`config.mk`:
```
export PLATFORM = sky130hd
export DESIGN_NAME = epsilon_greedy_bandit_learner_core_flat
export DESIGN_NICKNAME = d
export VERILOG_FILES = /design/src/rtl/ebl_pkg.sv /design/src/rtl/ebl_if.sv /design/src/rtl/epsilon_greedy_bandit_learner_core.sv /design/src/rtl/ebl_alu.sv /design/src/rtl/ebl_value_mem.sv /design/src/rtl/ebl_cfg_regs.sv /design/src/flat_wrapper.sv
export SDC_FILE = /design/constraint.sdc
export NUM_CORES = 1
export LEC_CHECK = 0
export BUFFER_PORTS_ARGS = -buffer_cell sky130_fd_sc_hd__clkbuf_2
export CORE_MARGIN = 5
export CORE_UTILIZATION = 50
export CTS_CLUSTER_SIZE = 12
export DETAILED_ROUTE_END_ITERATION = 12
export PLACE_DENSITY_LB_ADDON = 0.25
export SLEW_MARGIN = 40
export SYNTH_ARGS = -nofsm -noshare
export SYNTH_HDL_FRONTEND = slang
export SYNTH_SLANG_ARGS = --single-unit
```
`constraint.sdc`:
```
create_clock -name clk_i -period 10.9 [get_ports clk_i]
set_clock_uncertainty 0.2 [all_clocks]
set_input_delay 1.635 -clock clk_i [delete_from_list [all_inputs] [get_ports clk_i]]
set_output_delay 1.635 -clock clk_i [all_outputs]
set_load 0.01 [all_outputs]
```
`src/rtl/ebl_pkg.sv`:
```
package ebl_pkg;

  // fixed field widths
  localparam int ARMS_W    = 4;
  localparam int DRAW_W    = 16;
  localparam int FRAC_W    = 16;
  localparam int RWD_W     = 24;
  localparam int OUT_ARM_W = 3;
  localparam int OUT_VAL_W = 24;
  localparam int CNT_W     = 4;
  localparam int CFG_AW    = 4;
  localparam int PDATA_W   = 32;

  localparam int ARMS_MAX   = 2 ** ARMS_W - 1;
  localparam int INIT_VALUE = 25600;
  localparam int ROUND_HALF = 32768;

  localparam logic [OUT_VAL_W-1:0] OUT_MAX = {1'b0, {(OUT_VAL_W-1){1'b1}}};
  localparam logic [OUT_VAL_W-1:0] OUT_MIN = {1'b1, {(OUT_VAL_W-1){1'b0}}};

  localparam logic [ARMS_W-1:0] RST_ARMS = 4'd5;
  localparam logic [DRAW_W-1:0] RST_EPS  = 16'd6554;
  localparam logic [FRAC_W-1:0] RST_LR   = 16'd6554;
  localparam logic [RWD_W-1:0]  RST_BIAS = 24'd0;

  typedef enum logic {
    ACT_DECIDE = 1'b0,
    ACT_UPDATE = 1'b1
  } action_e;

  typedef enum logic [1:0] {
    REG_ARMS = 2'd0,
    REG_EPS  = 2'd1,
    REG_LR   = 2'd2,
    REG_BIAS = 2'd3
  } cfg_reg_e;

  typedef enum logic {
    ALU_ADD = 1'b0,
    ALU_SUB = 1'b1
  } alu_op_e;

  typedef struct packed {
    logic [ARMS_W-1:0]       arms;
    logic [DRAW_W-1:0]       eps;
    logic [FRAC_W-1:0]       lr;
    logic signed [RWD_W-1:0] bias;
  } cfg_t;

endpackage

```
`src/rtl/ebl_if.sv`:
```
interface ebl_in_if import ebl_pkg::*; ();
  logic                    valid;
  logic                    ready;
  logic                    action;
  logic [DRAW_W-1:0]       explore_draw;
  logic [DRAW_W-1:0]       arm_draw;
  logic signed [RWD_W-1:0] reward;

  modport source (
    output valid, action, explore_draw, arm_draw, reward,
    input  ready
  );
  modport sink (
    input  valid, action, explore_draw, arm_draw, reward,
    output ready
  );
endinterface

interface ebl_out_if import ebl_pkg::*; ();
  logic                        valid;
  logic                        ready;
  logic [OUT_ARM_W-1:0]        chosen_arm;
  logic                        explored;
  logic signed [OUT_VAL_W-1:0] updated_value;

  modport source (
    output valid, chosen_arm, explored, updated_value,
    input  ready
  );
  modport sink (
    input  valid, chosen_arm, explored, updated_value,
    output ready
  );
endinterface

```
`src/rtl/epsilon_greedy_bandit_learner_core.sv`:
```
// channel   dir  handshake     payload
// in_i      in   valid/ready   action, explore_draw, arm_draw, reward
// out_o     out  valid/ready   chosen_arm, explored, updated_value
// apb       in   psel/penable  paddr (reg * 4), pwdata, prdata, pready
//
// one request at a time through a single shared adder under a small sequencer
// explore decide: 16 restoring-modulo steps on the adder
// greedy decide: one estimate read and compare per arm
// update: 16 shift-add multiply steps on the adder
// reset sets every estimate to INIT_VALUE (25600) at once via per-entry valid bits
// input is taken again while a finished result still waits in the output register
module epsilon_greedy_bandit_learner_core import ebl_pkg::*; #(
  parameter int NUM_ARMS   = 8,
  parameter int VALUE_BITS = 24
) (
  input  logic               clk_i,
  input  logic               rst_ni,
  ebl_in_if.sink             in_i,
  ebl_out_if.source          out_o,
  input  logic               psel,
  input  logic               penable,
  input  logic               pwrite,
  input  logic [CFG_AW-1:0]  paddr,
  input  logic [PDATA_W-1:0] pwdata,
  output logic [PDATA_W-1:0] prdata,
  output logic               pready
);

  localparam int AW = (NUM_ARMS > 1) ? $clog2(NUM_ARMS) : 1;
  localparam int RW = (VALUE_BITS > RWD_W) ? VALUE_BITS : RWD_W;
  localparam int DW = RW + 2;
  localparam int PW = DW + FRAC_W + 1;
  localparam int EW = (VALUE_BITS > OUT_VAL_W) ? VALUE_BITS : OUT_VAL_W;
  localparam int CW = (AW > ARMS_W) ? AW : ARMS_W;
  localparam logic [ARMS_W-1:0] ARMS_CAP =
    ARMS_W'((NUM_ARMS > ARMS_MAX) ? ARMS_MAX : NUM_ARMS);
  localparam logic [VALUE_BITS-1:0] VAL_MAX = {1'b0, {(VALUE_BITS-1){1'b1}}};
  localparam logic [VALUE_BITS-1:0] VAL_MIN = {1'b1, {(VALUE_BITS-1){1'b0}}};

  typedef enum logic [11:0] {
    S_IDLE     = 12'b0000_0000_0001,
    S_EXPL     = 12'b0000_0000_0010,
    S_DIV      = 12'b0000_0000_0100,
    S_FETCH    = 12'b0000_0000_1000,
    S_LOAD     = 12'b0000_0001_0000,
    S_SCAN_RD  = 12'b0000_0010_0000,
    S_SCAN_CMP = 12'b0000_0100_0000,
    S_U_SUM    = 12'b0000_1000_0000,
    S_U_DIFF   = 12'b0001_0000_0000,
    S_MUL      = 12'b0010_0000_0000,
    S_U_FIN    = 12'b0100_0000_0000,
    S_DONE     = 12'b1000_0000_0000
  } state_e;

  cfg_t cfg;

  state_e state_q, state_d;
  logic   act_q, act_d;
  logic   expl_q, expl_d;
  logic [AW-1:0] arm_q, arm_d;
  logic [AW-1:0] last_arm_q, last_arm_d;
  logic [AW-1:0] scan_q, scan_d;
  logic [CNT_W-1:0] cnt_q, cnt_d;
  logic [ARMS_W-1:0] rem_q, rem_d;
  logic [DRAW_W-1:0] xdraw_q, xdraw_d;
  logic [DRAW_W-1:0] draw_q, draw_d;
  logic [FRAC_W-1:0] mplier_q, mplier_d;
  logic signed [RWD_W-1:0] rwd_q, rwd_d;
  logic signed [VALUE_BITS-1:0] val_q, val_d;
  logic signed [PW-1:0] acc_q, acc_d;
  logic signed [PW-1:0] mcand_q, mcand_d;

  logic out_vld_q, out_vld_d;
  logic [OUT_ARM_W-1:0] out_arm_q, out_arm_d;
  logic out_expl_q, out_expl_d;
  logic [OUT_VAL_W-1:0] out_val_q, out_val_d;

  logic [ARMS_W-1:0] arms_eff;
  logic [ARMS_W:0] trial;
  alu_op_e alu_op;
  logic signed [PW-1:0] alu_a, alu_b;
  logic [PW-1:0] alu_sum;
  logic alu_neg;
  logic fits;
  logic [VALUE_BITS-1:0] sat;
  logic signed [EW-1:0] val_ext;
  logic ofits;
  logic take;
  logic [AW-1:0] rd_addr;
  logic signed [VALUE_BITS-1:0] mem_rd;
  logic mem_we;

  ebl_cfg_regs u_cfg (
    .clk_i   (clk_i),
    .rst_ni  (rst_ni),
    .psel    (psel),
    .penable (penable),
    .pwrite  (pwrite),
    .paddr   (paddr),
    .pwdata  (pwdata),
    .prdata  (prdata),
    .pready  (pready),
    .cfg_o   (cfg)
  );

  ebl_alu #(.W(PW)) u_alu (
    .op_i  (alu_op),
    .a_i   (alu_a),
    .b_i   (alu_b),
    .sum_o (alu_sum)
  );

  ebl_value_mem #(
    .NUM_ARMS   (NUM_ARMS),
    .VALUE_BITS (VALUE_BITS),
    .AW         (AW)
  ) u_mem (
    .clk_i     (clk_i),
    .rst_ni    (rst_ni),
    .rd_addr_i (rd_addr),
    .rd_data_o (mem_rd),
    .wr_en_i   (mem_we),
    .wr_addr_i (arm_q),
    .wr_data_i (sat)
  );

  assign arms_eff = (cfg.arms == '0) ? ARMS_W'(1) :
                    ((cfg.arms > ARMS_CAP) ? ARMS_CAP : cfg.arms);
  assign trial    = {rem_q, draw_q[DRAW_W-1]};
  assign alu_neg  = alu_sum[PW-1];
  assign rd_addr  = (state_q == S_SCAN_RD) ? scan_q : arm_q;
  assign mem_we   = (state_q == S_U_FIN);

  // saturate the updated estimate to the estimate width
  assign fits = (&alu_sum[PW-1:VALUE_BITS-1]) || !(|alu_sum[PW-1:VALUE_BITS-1]);
  assign sat  = fits ? alu_sum[VALUE_BITS-1:0] : (alu_sum[PW-1] ? VAL_MIN : VAL_MAX);

  // clamp the reported value to the output field
  assign val_ext = EW'(val_q);
  assign ofits   = (&val_ext[EW-1:OUT_VAL_W-1]) || !(|val_ext[EW-1:OUT_VAL_W-1]);

  assign take = (scan_q == '0) || alu_neg;

  always_comb begin
    alu_op = ALU_ADD;
    alu_a  = acc_q;
    alu_b  = mcand_q;
    case (state_q)
      S_EXPL: begin
        alu_op = ALU_SUB;
        alu_a  = PW'(xdraw_q);
        alu_b  = PW'(cfg.eps);
      end
      S_DIV: begin
        alu_op = ALU_SUB;
        alu_a  = PW'(trial);
        alu_b  = PW'(arms_eff);
      end
      S_SCAN_CMP: begin
        // best - candidate below zero means the candidate is larger
        alu_op = ALU_SUB;
        alu_a  = PW'(val_q);
        alu_b  = PW'(mem_rd);
      end
      S_U_SUM: begin
        alu_a = PW'(rwd_q);
        alu_b = PW'(cfg.bias);
      end
      S_U_DIFF: begin
        alu_op = ALU_SUB;
        alu_a  = acc_q;
        alu_b  = PW'(mem_rd);
      end
      S_MUL: begin
        alu_a = acc_q;
        alu_b = mcand_q;
      end
      S_U_FIN: begin
        alu_a = PW'(val_q);
        alu_b = acc_q >>> FRAC_W;
      end
      default: begin
        alu_op = ALU_ADD;
      end
    endcase
  end

  always_comb begin
    state_d    = state_q;
    act_d      = act_q;
    expl_d     = expl_q;
    arm_d      = arm_q;
    last_arm_d = last_arm_q;
    scan_d     = scan_q;
    cnt_d      = cnt_q;
    rem_d      = rem_q;
    xdraw_d    = xdraw_q;
    draw_d     = draw_q;
    mplier_d   = mplier_q;
    rwd_d      = rwd_q;
    val_d      = val_q;
    acc_d      = acc_q;
    mcand_d    = mcand_q;
    out_vld_d  = out_vld_q && !out_o.ready;
    out_arm_d  = out_arm_q;
    out_expl_d = out_expl_q;
    out_val_d  = out_val_q;

    case (state_q)
      S_IDLE: begin
        if (in_i.valid) begin
          act_d   = in_i.action;
          xdraw_d = in_i.explore_draw;
          draw_d  = in_i.arm_draw;
          rwd_d   = in_i.reward;
          if (in_i.action == ACT_UPDATE) begin
            arm_d   = last_arm_q;
            expl_d  = 1'b0;
            state_d = S_U_SUM;
          end else begin
            state_d = S_EXPL;
          end
        end
      end
      S_EXPL: begin
        if (alu_neg) begin
          expl_d  = 1'b1;
          rem_d   = '0;
          cnt_d   = '0;
          state_d = S_DIV;
        end else begin
          expl_d  = 1'b0;
          scan_d  = '0;
          state_d = S_SCAN_RD;
        end
      end
      S_DIV: begin
        // restoring modulo, one draw bit per step
        rem_d  = alu_neg ? trial[ARMS_W-1:0] : alu_sum[ARMS_W-1:0];
        draw_d = draw_q << 1;
        cnt_d  = cnt_q + CNT_W'(1);
        if (cnt_q == '1) begin
          arm_d   = AW'(rem_d);
          state_d = S_FETCH;
        end
      end
      S_FETCH: begin
        state_d = S_LOAD;
      end
      S_LOAD: begin
        val_d   = mem_rd;
        state_d = S_DONE;
      end
      S_SCAN_RD: begin
        state_d = S_SCAN_CMP;
      end
      S_SCAN_CMP: begin
        if (take) begin
          val_d = mem_rd;
          arm_d = scan_q;
        end
        if (CW'(scan_q) == CW'(arms_eff) - CW'(1)) begin
          state_d = S_DONE;
        end else begin
          scan_d  = scan_q + AW'(1);
          state_d = S_SCAN_RD;
        end
      end
      S_U_SUM: begin
        acc_d   = alu_sum;
        state_d = S_U_DIFF;
      end
      S_U_DIFF: begin
        mcand_d  = alu_sum;
        val_d    = mem_rd;
        acc_d    = PW'(ROUND_HALF);
        mplier_d = cfg.lr;
        cnt_d    = '0;
        state_d  = S_MUL;
      end
      S_MUL: begin
        if (mplier_q[0]) begin
          acc_d = alu_sum;
        end
        mcand_d  = mcand_q <<< 1;
        mplier_d = mplier_q >> 1;
        cnt_d    = cnt_q + CNT_W'(1);
        if (cnt_q == '1) begin
          state_d = S_U_FIN;
        end
      end
      S_U_FIN: begin
        val_d   = sat;
        state_d = S_DONE;
      end
      S_DONE: begin
        if (!out_vld_q || out_o.ready) begin
          out_vld_d  = 1'b1;
          out_arm_d  = OUT_ARM_W'(arm_q);
          out_expl_d = expl_q;
          out_val_d  = ofits ? val_ext[OUT_VAL_W-1:0] :
                       (val_ext[EW-1] ? OUT_MIN : OUT_MAX);
          if (act_q == ACT_DECIDE) begin
            last_arm_d = arm_q;
          end
          state_d = S_IDLE;
        end
      end
      default: begin
        state_d = S_IDLE;
      end
    endcase
  end

  always_ff @(posedge clk_i or negedge rst_ni) begin
    if (!rst_ni) begin
      state_q    <= S_IDLE;
      last_arm_q <= '0;
      out_vld_q  <= 1'b0;
      cnt_q      <= '0;
      scan_q     <= '0;
    end else begin
      state_q    <= state_d;
      last_arm_q <= last_arm_d;
      out_vld_q  <= out_vld_d;
      cnt_q      <= cnt_d;
      scan_q     <= scan_d;
    end
  end

  always_ff @(posedge clk_i) begin
    act_q      <= act_d;
    expl_q     <= expl_d;
    arm_q      <= arm_d;
    rem_q      <= rem_d;
    xdraw_q    <= xdraw_d;
    draw_q     <= draw_d;
    mplier_q   <= mplier_d;
    rwd_q      <= rwd_d;
    val_q      <= val_d;
    acc_q      <= acc_d;
    mcand_q    <= mcand_d;
    out_arm_q  <= out_arm_d;
    out_expl_q <= out_expl_d;
    out_val_q  <= out_val_d;
  end

  assign in_i.ready          = (state_q == S_IDLE);
  assign out_o.valid         = out_vld_q;
  assign out_o.chosen_arm    = out_arm_q;
  assign out_o.explored      = out_expl_q;
  assign out_o.updated_value = out_val_q;

endmodule

```
`src/rtl/ebl_alu.sv`:
```
module ebl_alu import ebl_pkg::*; #(
  parameter int W = 42
) (
  input  alu_op_e      op_i,
  input  logic [W-1:0] a_i,
  input  logic [W-1:0] b_i,
  output logic [W-1:0] sum_o
);

  // single adder, shared by compare, modulo, update sum and difference, multiply and final saturating add steps
  assign sum_o = (op_i == ALU_SUB) ? (a_i - b_i) : (a_i + b_i);

endmodule

```
`src/rtl/ebl_value_mem.sv`:
```
module ebl_value_mem import ebl_pkg::*; #(
  parameter int NUM_ARMS   = 8,
  parameter int VALUE_BITS = 24,
  parameter int AW         = 3
) (
  input  logic                  clk_i,
  input  logic                  rst_ni,
  input  logic [AW-1:0]         rd_addr_i,
  output logic [VALUE_BITS-1:0] rd_data_o,
  input  logic                  wr_en_i,
  input  logic [AW-1:0]         wr_addr_i,
  input  logic [VALUE_BITS-1:0] wr_data_i
);

  logic [VALUE_BITS-1:0] mem_q [NUM_ARMS];
  logic [VALUE_BITS-1:0] rd_data_q;
  logic [NUM_ARMS-1:0]   vld_q;
  logic                  rd_vld_q;

  always_ff @(posedge clk_i) begin
    if (wr_en_i) begin
      mem_q[wr_addr_i] <= wr_data_i;
    end
    rd_data_q <= mem_q[rd_addr_i];
  end

  // entries never written read back as the reset estimate
  always_ff @(posedge clk_i or negedge rst_ni) begin
    if (!rst_ni) begin
      vld_q    <= '0;
      rd_vld_q <= 1'b0;
    end else begin
      if (wr_en_i) begin
        vld_q[wr_addr_i] <= 1'b1;
      end
      rd_vld_q <= vld_q[rd_addr_i];
    end
  end

  assign rd_data_o = rd_vld_q ? rd_data_q : VALUE_BITS'(INIT_VALUE);

endmodule

```
`src/rtl/ebl_cfg_regs.sv`:
```
module ebl_cfg_regs import ebl_pkg::*; (
  input  logic               clk_i,
  input  logic               rst_ni,
  input  logic               psel,
  input  logic               penable,
  input  logic               pwrite,
  input  logic [CFG_AW-1:0]  paddr,
  input  logic [PDATA_W-1:0] pwdata,
  output logic [PDATA_W-1:0] prdata,
  output logic               pready,
  output cfg_t               cfg_o
);

  cfg_t     cfg_q;
  cfg_t     cfg_d;
  cfg_reg_e reg_sel;
  logic     wr_en;

  assign reg_sel = cfg_reg_e'(paddr[CFG_AW-1:2]);
  assign wr_en   = psel && penable && pwrite;
  assign pready  = 1'b1;
  assign cfg_o   = cfg_q;

  always_comb begin
    cfg_d = cfg_q;
    if (wr_en) begin
      case (reg_sel)
        REG_ARMS: cfg_d.arms = pwdata[ARMS_W-1:0];
        REG_EPS:  cfg_d.eps  = pwdata[DRAW_W-1:0];
        REG_LR:   cfg_d.lr   = pwdata[FRAC_W-1:0];
        REG_BIAS: cfg_d.bias = pwdata[RWD_W-1:0];
        default:  cfg_d      = cfg_q;
      endcase
    end
  end

  always_comb begin
    case (reg_sel)
      REG_ARMS: prdata = PDATA_W'(cfg_q.arms);
      REG_EPS:  prdata = PDATA_W'(cfg_q.eps);
      REG_LR:   prdata = PDATA_W'(cfg_q.lr);
      REG_BIAS: prdata = {{(PDATA_W-RWD_W){cfg_q.bias[RWD_W-1]}}, cfg_q.bias};
      default:  prdata = '0;
    endcase
  end

  always_ff @(posedge clk_i or negedge rst_ni) begin
    if (!rst_ni) begin
      cfg_q.arms <= RST_ARMS;
      cfg_q.eps  <= RST_EPS;
      cfg_q.lr   <= RST_LR;
      cfg_q.bias <= RST_BIAS;
    end else begin
      cfg_q <= cfg_d;
    end
  end

endmodule
```
`src/flat_wrapper.sv`:
```
// flat-port wrapper written by rule: the top's interface ports become plain ports
module epsilon_greedy_bandit_learner_core_flat import ebl_pkg::*;
#(
  parameter int NUM_ARMS   = 8,
  parameter int VALUE_BITS = 24
)
  (clk_i, rst_ni, psel, penable, pwrite, paddr, pwdata, prdata, pready, in_i_valid, in_i_action, in_i_explore_draw, in_i_arm_draw, in_i_reward, in_i_ready, out_o_valid, out_o_chosen_arm, out_o_explored, out_o_updated_value, out_o_ready);
  ebl_in_if in_i_i ();
  ebl_out_if out_o_i ();
  input  logic clk_i;
  input  logic rst_ni;
  input  logic psel;
  input  logic penable;
  input  logic pwrite;
  input  logic [CFG_AW-1:0] paddr;
  input  logic [PDATA_W-1:0] pwdata;
  output logic [PDATA_W-1:0] prdata;
  output logic pready;
  input wire logic [$bits(in_i_i.valid)-1:0] in_i_valid;
  input wire logic [$bits(in_i_i.action)-1:0] in_i_action;
  input wire logic [$bits(in_i_i.explore_draw)-1:0] in_i_explore_draw;
  input wire logic [$bits(in_i_i.arm_draw)-1:0] in_i_arm_draw;
  input wire logic [$bits(in_i_i.reward)-1:0] in_i_reward;
  output wire logic [$bits(in_i_i.ready)-1:0] in_i_ready;
  output wire logic [$bits(out_o_i.valid)-1:0] out_o_valid;
  output wire logic [$bits(out_o_i.chosen_arm)-1:0] out_o_chosen_arm;
  output wire logic [$bits(out_o_i.explored)-1:0] out_o_explored;
  output wire logic [$bits(out_o_i.updated_value)-1:0] out_o_updated_value;
  input wire logic [$bits(out_o_i.ready)-1:0] out_o_ready;
  assign in_i_i.valid = in_i_valid;
  assign in_i_i.action = in_i_action;
  assign in_i_i.explore_draw = in_i_explore_draw;
  assign in_i_i.arm_draw = in_i_arm_draw;
  assign in_i_i.reward = in_i_reward;
  assign in_i_ready = in_i_i.ready;
  assign out_o_valid = out_o_i.valid;
  assign out_o_chosen_arm = out_o_i.chosen_arm;
  assign out_o_explored = out_o_i.explored;
  assign out_o_updated_value = out_o_i.updated_value;
  assign out_o_i.ready = out_o_ready;
  epsilon_greedy_bandit_learner_core #(.NUM_ARMS(NUM_ARMS), .VALUE_BITS(VALUE_BITS)) u_core (.clk_i(clk_i), .rst_ni(rst_ni), .in_i(in_i_i), .out_o(out_o_i), .psel(psel), .penable(penable), .pwrite(pwrite), .paddr(paddr), .pwdata(pwdata), .prdata(prdata), .pready(pready));
endmodule
```
# After elaboration in Yosys (flattened, before gate mapping)
# Memories as Yosys holds them, arrays and structs flattened. A register that Yosys moved wholly into a read port is not among the register bits.
# Cells that the tools add are included.
# word_totals
inputBits	100
mem_count	1
ram_bits	192
out_inout_bits	63
wordCells	161
ff_bits	311
# mem_list
memory	words	word_bits	read_ports	rd_clocked_by_memory_dff	write_ports	line	text
u_core.u_mem.mem_q	8	24	1	1	1	ebl_value_mem.sv:15	logic [VALUE_BITS-1:0] mem_q [NUM_ARMS];
# op_classes
bitwise_logic	2
add_sub_neg	5
eq_ne	27
muxes	51
magnitude_cmp	4
n_reduce_logical	46
# op_table
cell	count
43-bit case mux with 5 select lines	1
43-bit case mux with 4 select lines	1
12-bit case mux with 11 select lines	1
43-bit case mux with 3 select lines	1
32-bit case mux with 4 select lines	1
24-bit two-way mux	4
43-bit two-way mux	2
43-bit case mux with 2 select lines	1
24-bit case mux with 3 select lines	1
16-bit case mux with 2 select lines	2
12-bit two-way mux	5
43-bit adder	1
43-bit subtractor	1
2-bit AND reduction	11
3-bit two-way mux	7
20-bit AND reduction	1
20-bit OR reduction	1
16-bit two-way mux	1
4-bit two-way mux	4
12-bit by 1-bit equality test with 1-bit output (second input constant)	1
12-bit by 10-bit equality test with 1-bit output (second input constant)	1
12-bit by 11-bit equality test with 1-bit output (second input constant)	1
12-bit equality test (second input constant)	1
12-bit by 2-bit equality test with 1-bit output (second input constant)	1
other kinds (44)	83

# Longest topological paths before layout
# Gate-level depths: netlist (run 1).
# logic_depth
word_depth	11
mapped_depth	35
depth_no_buf	30

# Modules after synthesis
# Synthesis (run 1) repeated with hierarchy kept, for this count alone.
# hier_totals
hier_cells	1929
area_unflattened_um2	26310.2
# modules_own_cells
module	cells_each	n_inst	area_per_inst_um2	seq_area_each_um2
epsilon_greedy_bandit_learner_core	891	1	11654.9	7153.1
ebl_value_mem	365	1	8473.1	6471.2
ebl_alu	488	1	3359.5	0.0
ebl_cfg_regs	185	1	2822.7	1521.5

# Least setup slack after synthesis (run 1)
# OpenSTA, ideal clock, no wires.
# synth_timing
path_kind	reg2reg
start	reg u_core.state_q[3]
end	reg u_core.val_q[0] (netlist: u_core.val_ext[0]), enable pin
setup_ns	0.413
synth_period_minus_slack_ns	8.337
n_path_buf	7
t_arrival_ns	7.724
path_stages_with_launch	34
required_ns	10.287
path_slack_ns	2.563
cell_sequence	dfrtp_1 buf_6 nor4_2 buf_2 nand4_1 buf_2 nand2_2 buf_1 clkbuf_1 clkbuf_1 o21a_1 inv_1 ha_1 and3_1 a31oi_2 nor4_4 and2_0 and2_1 a21oi_1 xor2_1 ha_1 clkbuf_1 a21oi_1 nand2_1 a221o_1 a221oi_1 and2_1 o21ai_0 a21o_1 a31oi_1 xor2_2 inv_2 nor2_1 a21oi_1
# synth_via
elab_chain_cells	8
word_cells_on_any_way	21
cone_classes	add/sub (2); eq/ne (8); mux (4); reduce/logical (7)
# synth_lines
item	line	text
start: declaration	epsilon_greedy_bandit_learner_core.sv:57	state_e state_q, state_d;
start signal: assignment	epsilon_greedy_bandit_learner_core.sv:323	state_q <= state_d;
12-bit by 9-bit equality test with 1-bit output (tied with other cells)	epsilon_greedy_bandit_learner_core.sv:148, epsilon_greedy_bandit_learner_core.sv:209	
2-bit OR reduction (no source line)	-	
43-bit case mux with 5 select lines or 43-bit case mux with 4 select lines (tied branches)	epsilon_greedy_bandit_learner_core.sv:148	case (state_q)
43-bit adder or 43-bit subtractor (tied branches)	ebl_alu.sv:11	assign sum_o = (op_i == ALU_SUB) ? (a_i - b_i) : (a_i + b_i);
43-bit two-way mux	ebl_alu.sv:11	
1-bit logical OR	epsilon_greedy_bandit_learner_core.sv:142	assign take = (scan_q == '0) || alu_neg;
2-bit by 1-bit != test with 1-bit output (no source line)	-	
2-bit AND reduction (no source line) (*)	-	
end signal: assignment	epsilon_greedy_bandit_learner_core.sv:340	val_q <= val_d;
end: declaration	epsilon_greedy_bandit_learner_core.sv:69	logic signed [VALUE_BITS-1:0] val_q, val_d;
# Every way passes the cells marked *; elsewhere a longest branch is shown, timed or not.
# A chain may end at the register's enable or synchronous reset.

# Worst setup path in the final report (run 1)
# layout_timing
start	reg u_core.state_q[11]
end	mem u_core.u_mem.mem_q[3][0] (data pin)
# layout_via
elab_chain_cells	9
word_cells_on_any_way	21
cone_classes	add/sub (2); eq/ne (6); mux (6); reduce/logical (7)
# layout_lines
item	line	text
12-bit by 9-bit equality test with 1-bit output (tied with other cells)	epsilon_greedy_bandit_learner_core.sv:148	
2-bit OR reduction (no source line)	-	
43-bit case mux with 5 select lines or 43-bit case mux with 4 select lines (tied branches)	epsilon_greedy_bandit_learner_core.sv:148	
43-bit adder or 43-bit subtractor (tied branches)	ebl_alu.sv:11	
43-bit two-way mux (*)	ebl_alu.sv:11	
20-bit OR reduction	epsilon_greedy_bandit_learner_core.sv:135	assign fits = (&alu_sum[PW-1:VALUE_BITS-1]) || !(|alu_sum[PW-1:VALUE_BITS-1]);
1-bit logical NOT	epsilon_greedy_bandit_learner_core.sv:135	
1-bit logical OR	epsilon_greedy_bandit_learner_core.sv:135	
24-bit two-way mux (*)	epsilon_greedy_bandit_learner_core.sv:136	assign sat = fits ? alu_sum[VALUE_BITS-1:0] : (alu_sum[PW-1] ? VAL_MIN : VAL_MAX);
net u_core.sat[0]	epsilon_greedy_bandit_learner_core.sv:85	logic [VALUE_BITS-1:0] sat;
end: declaration	ebl_value_mem.sv:15	
# Mark *: on every way through the listed nets, which the timed path passes. The rest lies on a longest branch.

==> metrics.txt, run 1 <==
status finished, final reports clean; final count of hold timing violations 0; sequential area share after synthesis 56.08%; Data required, critical path 11060 ps; synthesized area per cell roughly 12 sq um; register bit total from synthesis 527; ys async rst share 17.46%; nets 2565; cts hold-fix bufs 0; Clk Latency, worst-skew pair 620 ps; Slew HR 43.23%; initial antenna violation count 1; layout cell share with drive strength beyond 1 22.91%; die width roughly 240 microns; unrepaired setup endpoints after global routing no; Worst EP arrival 9450 ps; final WL 81280 microns; Num CTS Buffers 55; Synthesis Warnings 0; antenna viol nets, final 0; gr ovfl total 0; Syn-to-layout area delta 13.22%; Tmin final 9291 ps; MaxCap Viol Count 0; Initial Util 50.28%; vias in the first global route 19670; Worst Path Buf+Inv 3; 1st-pass router iterations 8; Clock Sinks 527; mapped cell area 27010 sq um; Worst Path Max Fanout 26; Die Span Y 242.4 microns; n_diodes 0; H-tree levels 2; Netlist cell types 103; pin count of the biggest net entering global routing 91; CP Launch Type flip-flop; DP HPWL between 50000 and 60000 microns; GR Util All Layers 26.89%; Tcrit/Tclk final 85.24%; number of flops mapped to enable cells by yosys 411; drt initial violations 2418; first-pass GRT wire length 122600 microns; post-DR vias/cell 6.346; total number of vias around 20000; final setup vio count 0; DRC 0; die area 58760 sq um; worst hold-check path type reg -> reg; Top-Level Pins 163; CTS tree yes; Mapped Cells 2273; total core area ~54000 sq um; clk buf depth 3; Crit path max-delay family simple AND/OR/NAND/NOR gates; ys flop type edfxtp_1; Largest stage delay, worst path about 650 ps; WL/cell approximately 26 microns; row cnt 85; fill cell count 4389; I/O Buffers 151; clk root buf clkbuf_16; Synth Net Count 2421; Critical Path Sink Type flip-flop; fmax 107.6 MHz; setup_tns 0 ps; Crit Path Class reg -> reg; setup bufs post-CTS 0; clock transition at the registers of the reported paths 60 ps; # resized after CTS 0; Routability Congestion between 0.9 and 1; max-slew violation count 0; Least-Margin Pin Slew 845.2 ps; crit path max-delay cell type or4_1
==> cells in the final DEF, fill, tap and decap left out, types with 11 or more instances in the layout <==
master	Yosys	final
a211oi_1	16	16
a21o_1	17	17
a21oi_1	102	99
a221oi_1	11	11
a222oi_1	23	23
a22o_1	16	16
a22oi_1	37	37
a22oi_2	14	14
a31oi_1	29	29
and2_1	31	31
and3_1	30	29
buf_4	11	77
clkbuf_1	99	26
clkbuf_16	0	57
clkbuf_2	1	150
dfrtp_1	75	75
dfstp_2	17	17
dfxtp_1	24	24
edfxtp_1	411	411
ha_1	47	47
inv_1	29	28
mux2_2	101	101
mux4_2	54	54
nand2_1	324	323
nand2b_1	15	15
nand3_1	49	48
nand4_1	23	23
nor2_1	163	159
nor2b_1	15	14
nor3_1	24	20
nor4_1	18	17
o211ai_1	15	15
o21a_1	19	19
o21ai_0	102	102
or2_2	12	12
xnor2_1	50	50
xor2_1	39	39
==> area by class of cell <==
| cell class | instances | area, sq um | area share (%) |
|---|---|---|---|
| Timing Repair Buffer | 236 | 1480 | 4.841 |
| Multi-Input combinational cell | 1567 | 11220 | 36.69 |
| Sequential cell | 527 | 15150 | 49.53 |
| Clock buffer | 90 | 1620 | 5.299 |
| Tap cell | 696 | 870.8 | 2.848 |
| Inverter | 30 | 115.1 | 0.3765 |
| Clock inverter | 12 | 126.4 | 0.4133 |
==> metrics by stage <==
stage,hold slack (ps),utilization [%],instance area (sq um),setup WS (ps),cells
after CTS,248.3,56.88,30550,1651,3157
after detailed placement,233.9,53.62,28800,1727,3055
after floorplan,200.3,-,27010,2563,2273
final,251.1,56.93,30580,1609,3158
after global placement,230.4,53.44,28700,1646,3051
after global routing,253.6,56.93,30580,1058,3158
==> registers in the layout, indices dropped and copies added (netlist names), 12 cells and up <==
signal / count
u_core.rwd_q: 24
u_core.out_o.updated_value: 24
u_core.acc_q: 43
u_core.mcand_q: 43
u_core.state_q: 12
u_core.draw_q: 16
u_core.mplier_q: 16
u_core.xdraw_q: 16
u_core.u_mem.rd_data_q: 24
u_core.u_mem.mem_q: 192
u_core.u_cfg.cfg_o: 60
u_core.val_ext: 24
==> layer usage <==
metal,vias to the layer above,part of all wire [%],track usage [%]
met5,-,0.016,0
met4,2,4.1,9.752
met1,9930,42,38.27
li1,8911,-,-
met2,1005,45,42.29
met3,194,8.0,4.192
==> worst paths after layout <==
| check | startpoint | to | slack [ps] | cells after the start |
|---|---|---|---|---|
| worst max-delay path | u_core.state_q[11] | u_core.u_mem.mem_q[3][0] | 1610 | 29 |
| worst min-delay path | u_core.val_ext[1] | u_core.out_o.updated_value[1] | 250 | 0 |
| worst max register to register | u_core.state_q[11] | u_core.u_mem.mem_q[3][0] | 1610 | 29 |
| worst min register to register | u_core.val_ext[1] | u_core.out_o.updated_value[1] | 250 | 0 |
| max in group asynchronous | rst_ni | u_core.u_cfg.cfg_o[29] | 8790 | 2 |
| min in group asynchronous | rst_ni | u_core.cnt_q[3] | 710 | 1 |
==> Yosys cell counts (37+ instances only) <==
master	n	area share, %
xor2_1	39	1.3
nand2_1	324	4.5
dfrtp_1	75	6.9
clkbuf_1	99	1.4
ha_1	47	2.2
mux2_2	101	4.2
o21ai_0	102	1.9
edfxtp_1	411	46
mux4_2	54	4.5
a21oi_1	102	1.9
a22oi_1	37	1.0
nor2_1	163	2.3
nand3_1	49	0.91
xnor2_1	50	1.6
==> cells by family (layout without fill, tap and decap cells) <==
group / after synthesis / after routing / synth area share [%]
adder cells (fa/ha/maj): 48 / 48 / 2.252
AO/OA/AOI/OAI: 493 / 493 / 12.78
buffers and inverters: 179 / 368 / 2.896
other: 1 / 1 / 0.01389
multiplexers: 167 / 167 / 9.178
AND/OR/NAND/NOR: 768 / 768 / 13.85
flip-flops: 527 / 527 / 56.08
XOR/XNOR: 90 / 90 / 2.947
Power of run 1 is not shown: default switching activity piles up to over one toggle a cycle in this logic, so the estimate is an artifact.
==> run 2: changes to the inputs <==
--- a/config.mk
+++ b/config.mk
@@ -8,2 +8,3 @@
 export BUFFER_PORTS_ARGS = -buffer_cell sky130_fd_sc_hd__clkbuf_2
+export CAP_MARGIN = 15
 export CORE_MARGIN = 5
==> constraint.sdc (replaced) <==
create_clock -name clk_i -period 10.9 [get_ports clk_i]
set_clock_uncertainty 0.2 [all_clocks]
set_input_delay 2.18 -clock clk_i [delete_from_list [all_inputs] [get_ports clk_i]]
set_output_delay 2.18 -clock clk_i [all_outputs]
set_load 0.01 [all_outputs]
==> metrics.txt, run 2 (synthesized netlist as in run 1, its figures left out) <==
Initial Util 50.28%; n_diodes 0; fill cell count approximately 4400; Routability Congestion 0.9457; r2r setup slk 1490 ps; cts hold-fix bufs 0; Clk Latency, worst-skew pair 640 ps; GR Util All Layers 26.64%; reg-to-reg critical path startpoint u_core.state_q[6]; Critical Path Sink Type flip-flop; nets roughly 2600; Worst Path Buf+Inv 1; Worst EP arrival roughly 9500 ps; Largest stage delay, worst path 760 ps; post-DR vias/cell 6.344; register bank with the most flops u_core.u_mem.mem_q; Tcrit/Tclk final 86.35%; Data required, critical path 10970 ps; setup_tns 0 ps; max reg flops 192; CP Launch Type flip-flop; most frequent cells in the layout edfxtp_1 (411), nand2_1 (323), nor2_1 (158), clkbuf_2 (150), o21ai_0 (102); clock transition at the registers of the reported paths approximately 60 ps; drt initial violations around 2300; I/O Buffers 151; H-tree levels 2; Crit Path Class reg -> reg; final WL 80910 microns; setup bufs post-CTS 0; worst reg-to-reg path cell count 24; Clock Sinks 527; clk root buf clkbuf_16; row cnt 85; antenna viol nets, final 0; max-slew violation count 0; first-pass GRT wire length around 120000 microns; MaxCap Viol Count 0; crit path max-delay cell type nor4b_1; min-delay src u_core.expl_q; DRC 0; Syn-to-layout area delta 13.38%; die width 242.4 microns; unrepaired setup endpoints after global routing no; final count of hold timing violations 0; pin count of the biggest net entering global routing a little over 90; Slew HR a little under half; most common cell after layout, fill and taps aside edfxtp_1; worst hold stages 0; die area a little under 60000 sq um; clk buf depth 3; total core area between 50000 and 60000 sq um; Most Frequent Cell on Critical Path nand2_1; final setup vio count 0; worst hold-check path type reg -> reg; fmax between 100 and 150 MHz; Crit path max-delay family simple AND/OR/NAND/NOR gates; layout cell share with drive strength beyond 1 between 20% and 30%; DP HPWL 57010 microns; 1st-pass router iterations 9; # resized after CTS 0; Num CTS Buffers 56; Core Util, Final a little under three fifths; vias in the first global route 19310; status finished, final reports clean; initial antenna violation count 0; CTS tree yes; Worst Path Max Fanout 27; Tmin final between 9000 and 10000 ps; Die Span Y around 240 microns; RR Endpoint u_core.u_mem.mem_q[3][14]; Least-Margin Pin Slew approximately 800 ps; total number of vias 20050; crit-path cells nor4b_1, and3_1, a211o_1, buf_4, o211ai_1, o21a_1, a211oi_4, nand4b_1, nor2_1, nand2_1, o21ai_0, xnor2_1, ha_1, nand2_1, nor4_1, and3_1, o211ai_1, and2_1, a31oi_1, o311ai_0, or4_1, nor4b_4, nand2b_1, nand2_1; Top-Level Pins between 150 and 200; gr ovfl total 0; WL/cell 25.61 microns; Worst Hold End u_core.out_o.explored
-- run 2: cell type report --
cell class              count  area [sq um]  share of cell area (%)
repair buffers            234          1436                   4.691
well taps                 696         870.8                   2.844
inverters                  30         115.1                  0.3759
clock buffers              95          1702                   5.557
multi-input cells        1567         11220                   36.66
clock inverters            11         126.4                  0.4127
flip-flops and latches    527         15150                   49.46
-- run 2: worst max path at each step --
stage,from,endpoint,slack [ps],depth (start not counted)
floorplan,u_core.state_q[3],u_core.val_ext[0],2560,33
global placement,u_core.state_q[11],u_core.u_mem.mem_q[0][10],1710,24
detailed placement,u_core.state_q[6],u_core.u_mem.mem_q[1][14],1680,24
CTS,u_core.state_q[6],u_core.u_mem.mem_q[3][14],1660,24
global route,u_core.state_q[6],u_core.u_mem.mem_q[2][14],1070,24
finish,u_core.state_q[6],u_core.u_mem.mem_q[3][14],1490,24
-- run 2: stage by stage --
step	worst slack [ps]	hold slack, ps	area, sq um	cells
after floorplan	2563	200.3	27010	2273
after global placement	1706	222.0	28700	3050
final	1488	229.4	30620	3160
after CTS	1657	227.4	30600	3159
after detailed placement	1681	211.0	28770	3053
after global routing	1067	234.0	30620	3160
-- run 2: per-layer routing --
layer  global-route usage, %  up-vias  wire length [microns]
met5                       0        -                      0
met4                   8.644        0                   2756
met3                   4.214      148                   6497
met2                   42.18      969                  37510
met1                   38.09    10020                  34150
li1                        -     8908                      -
Power of run 2 is left out for the same reason.
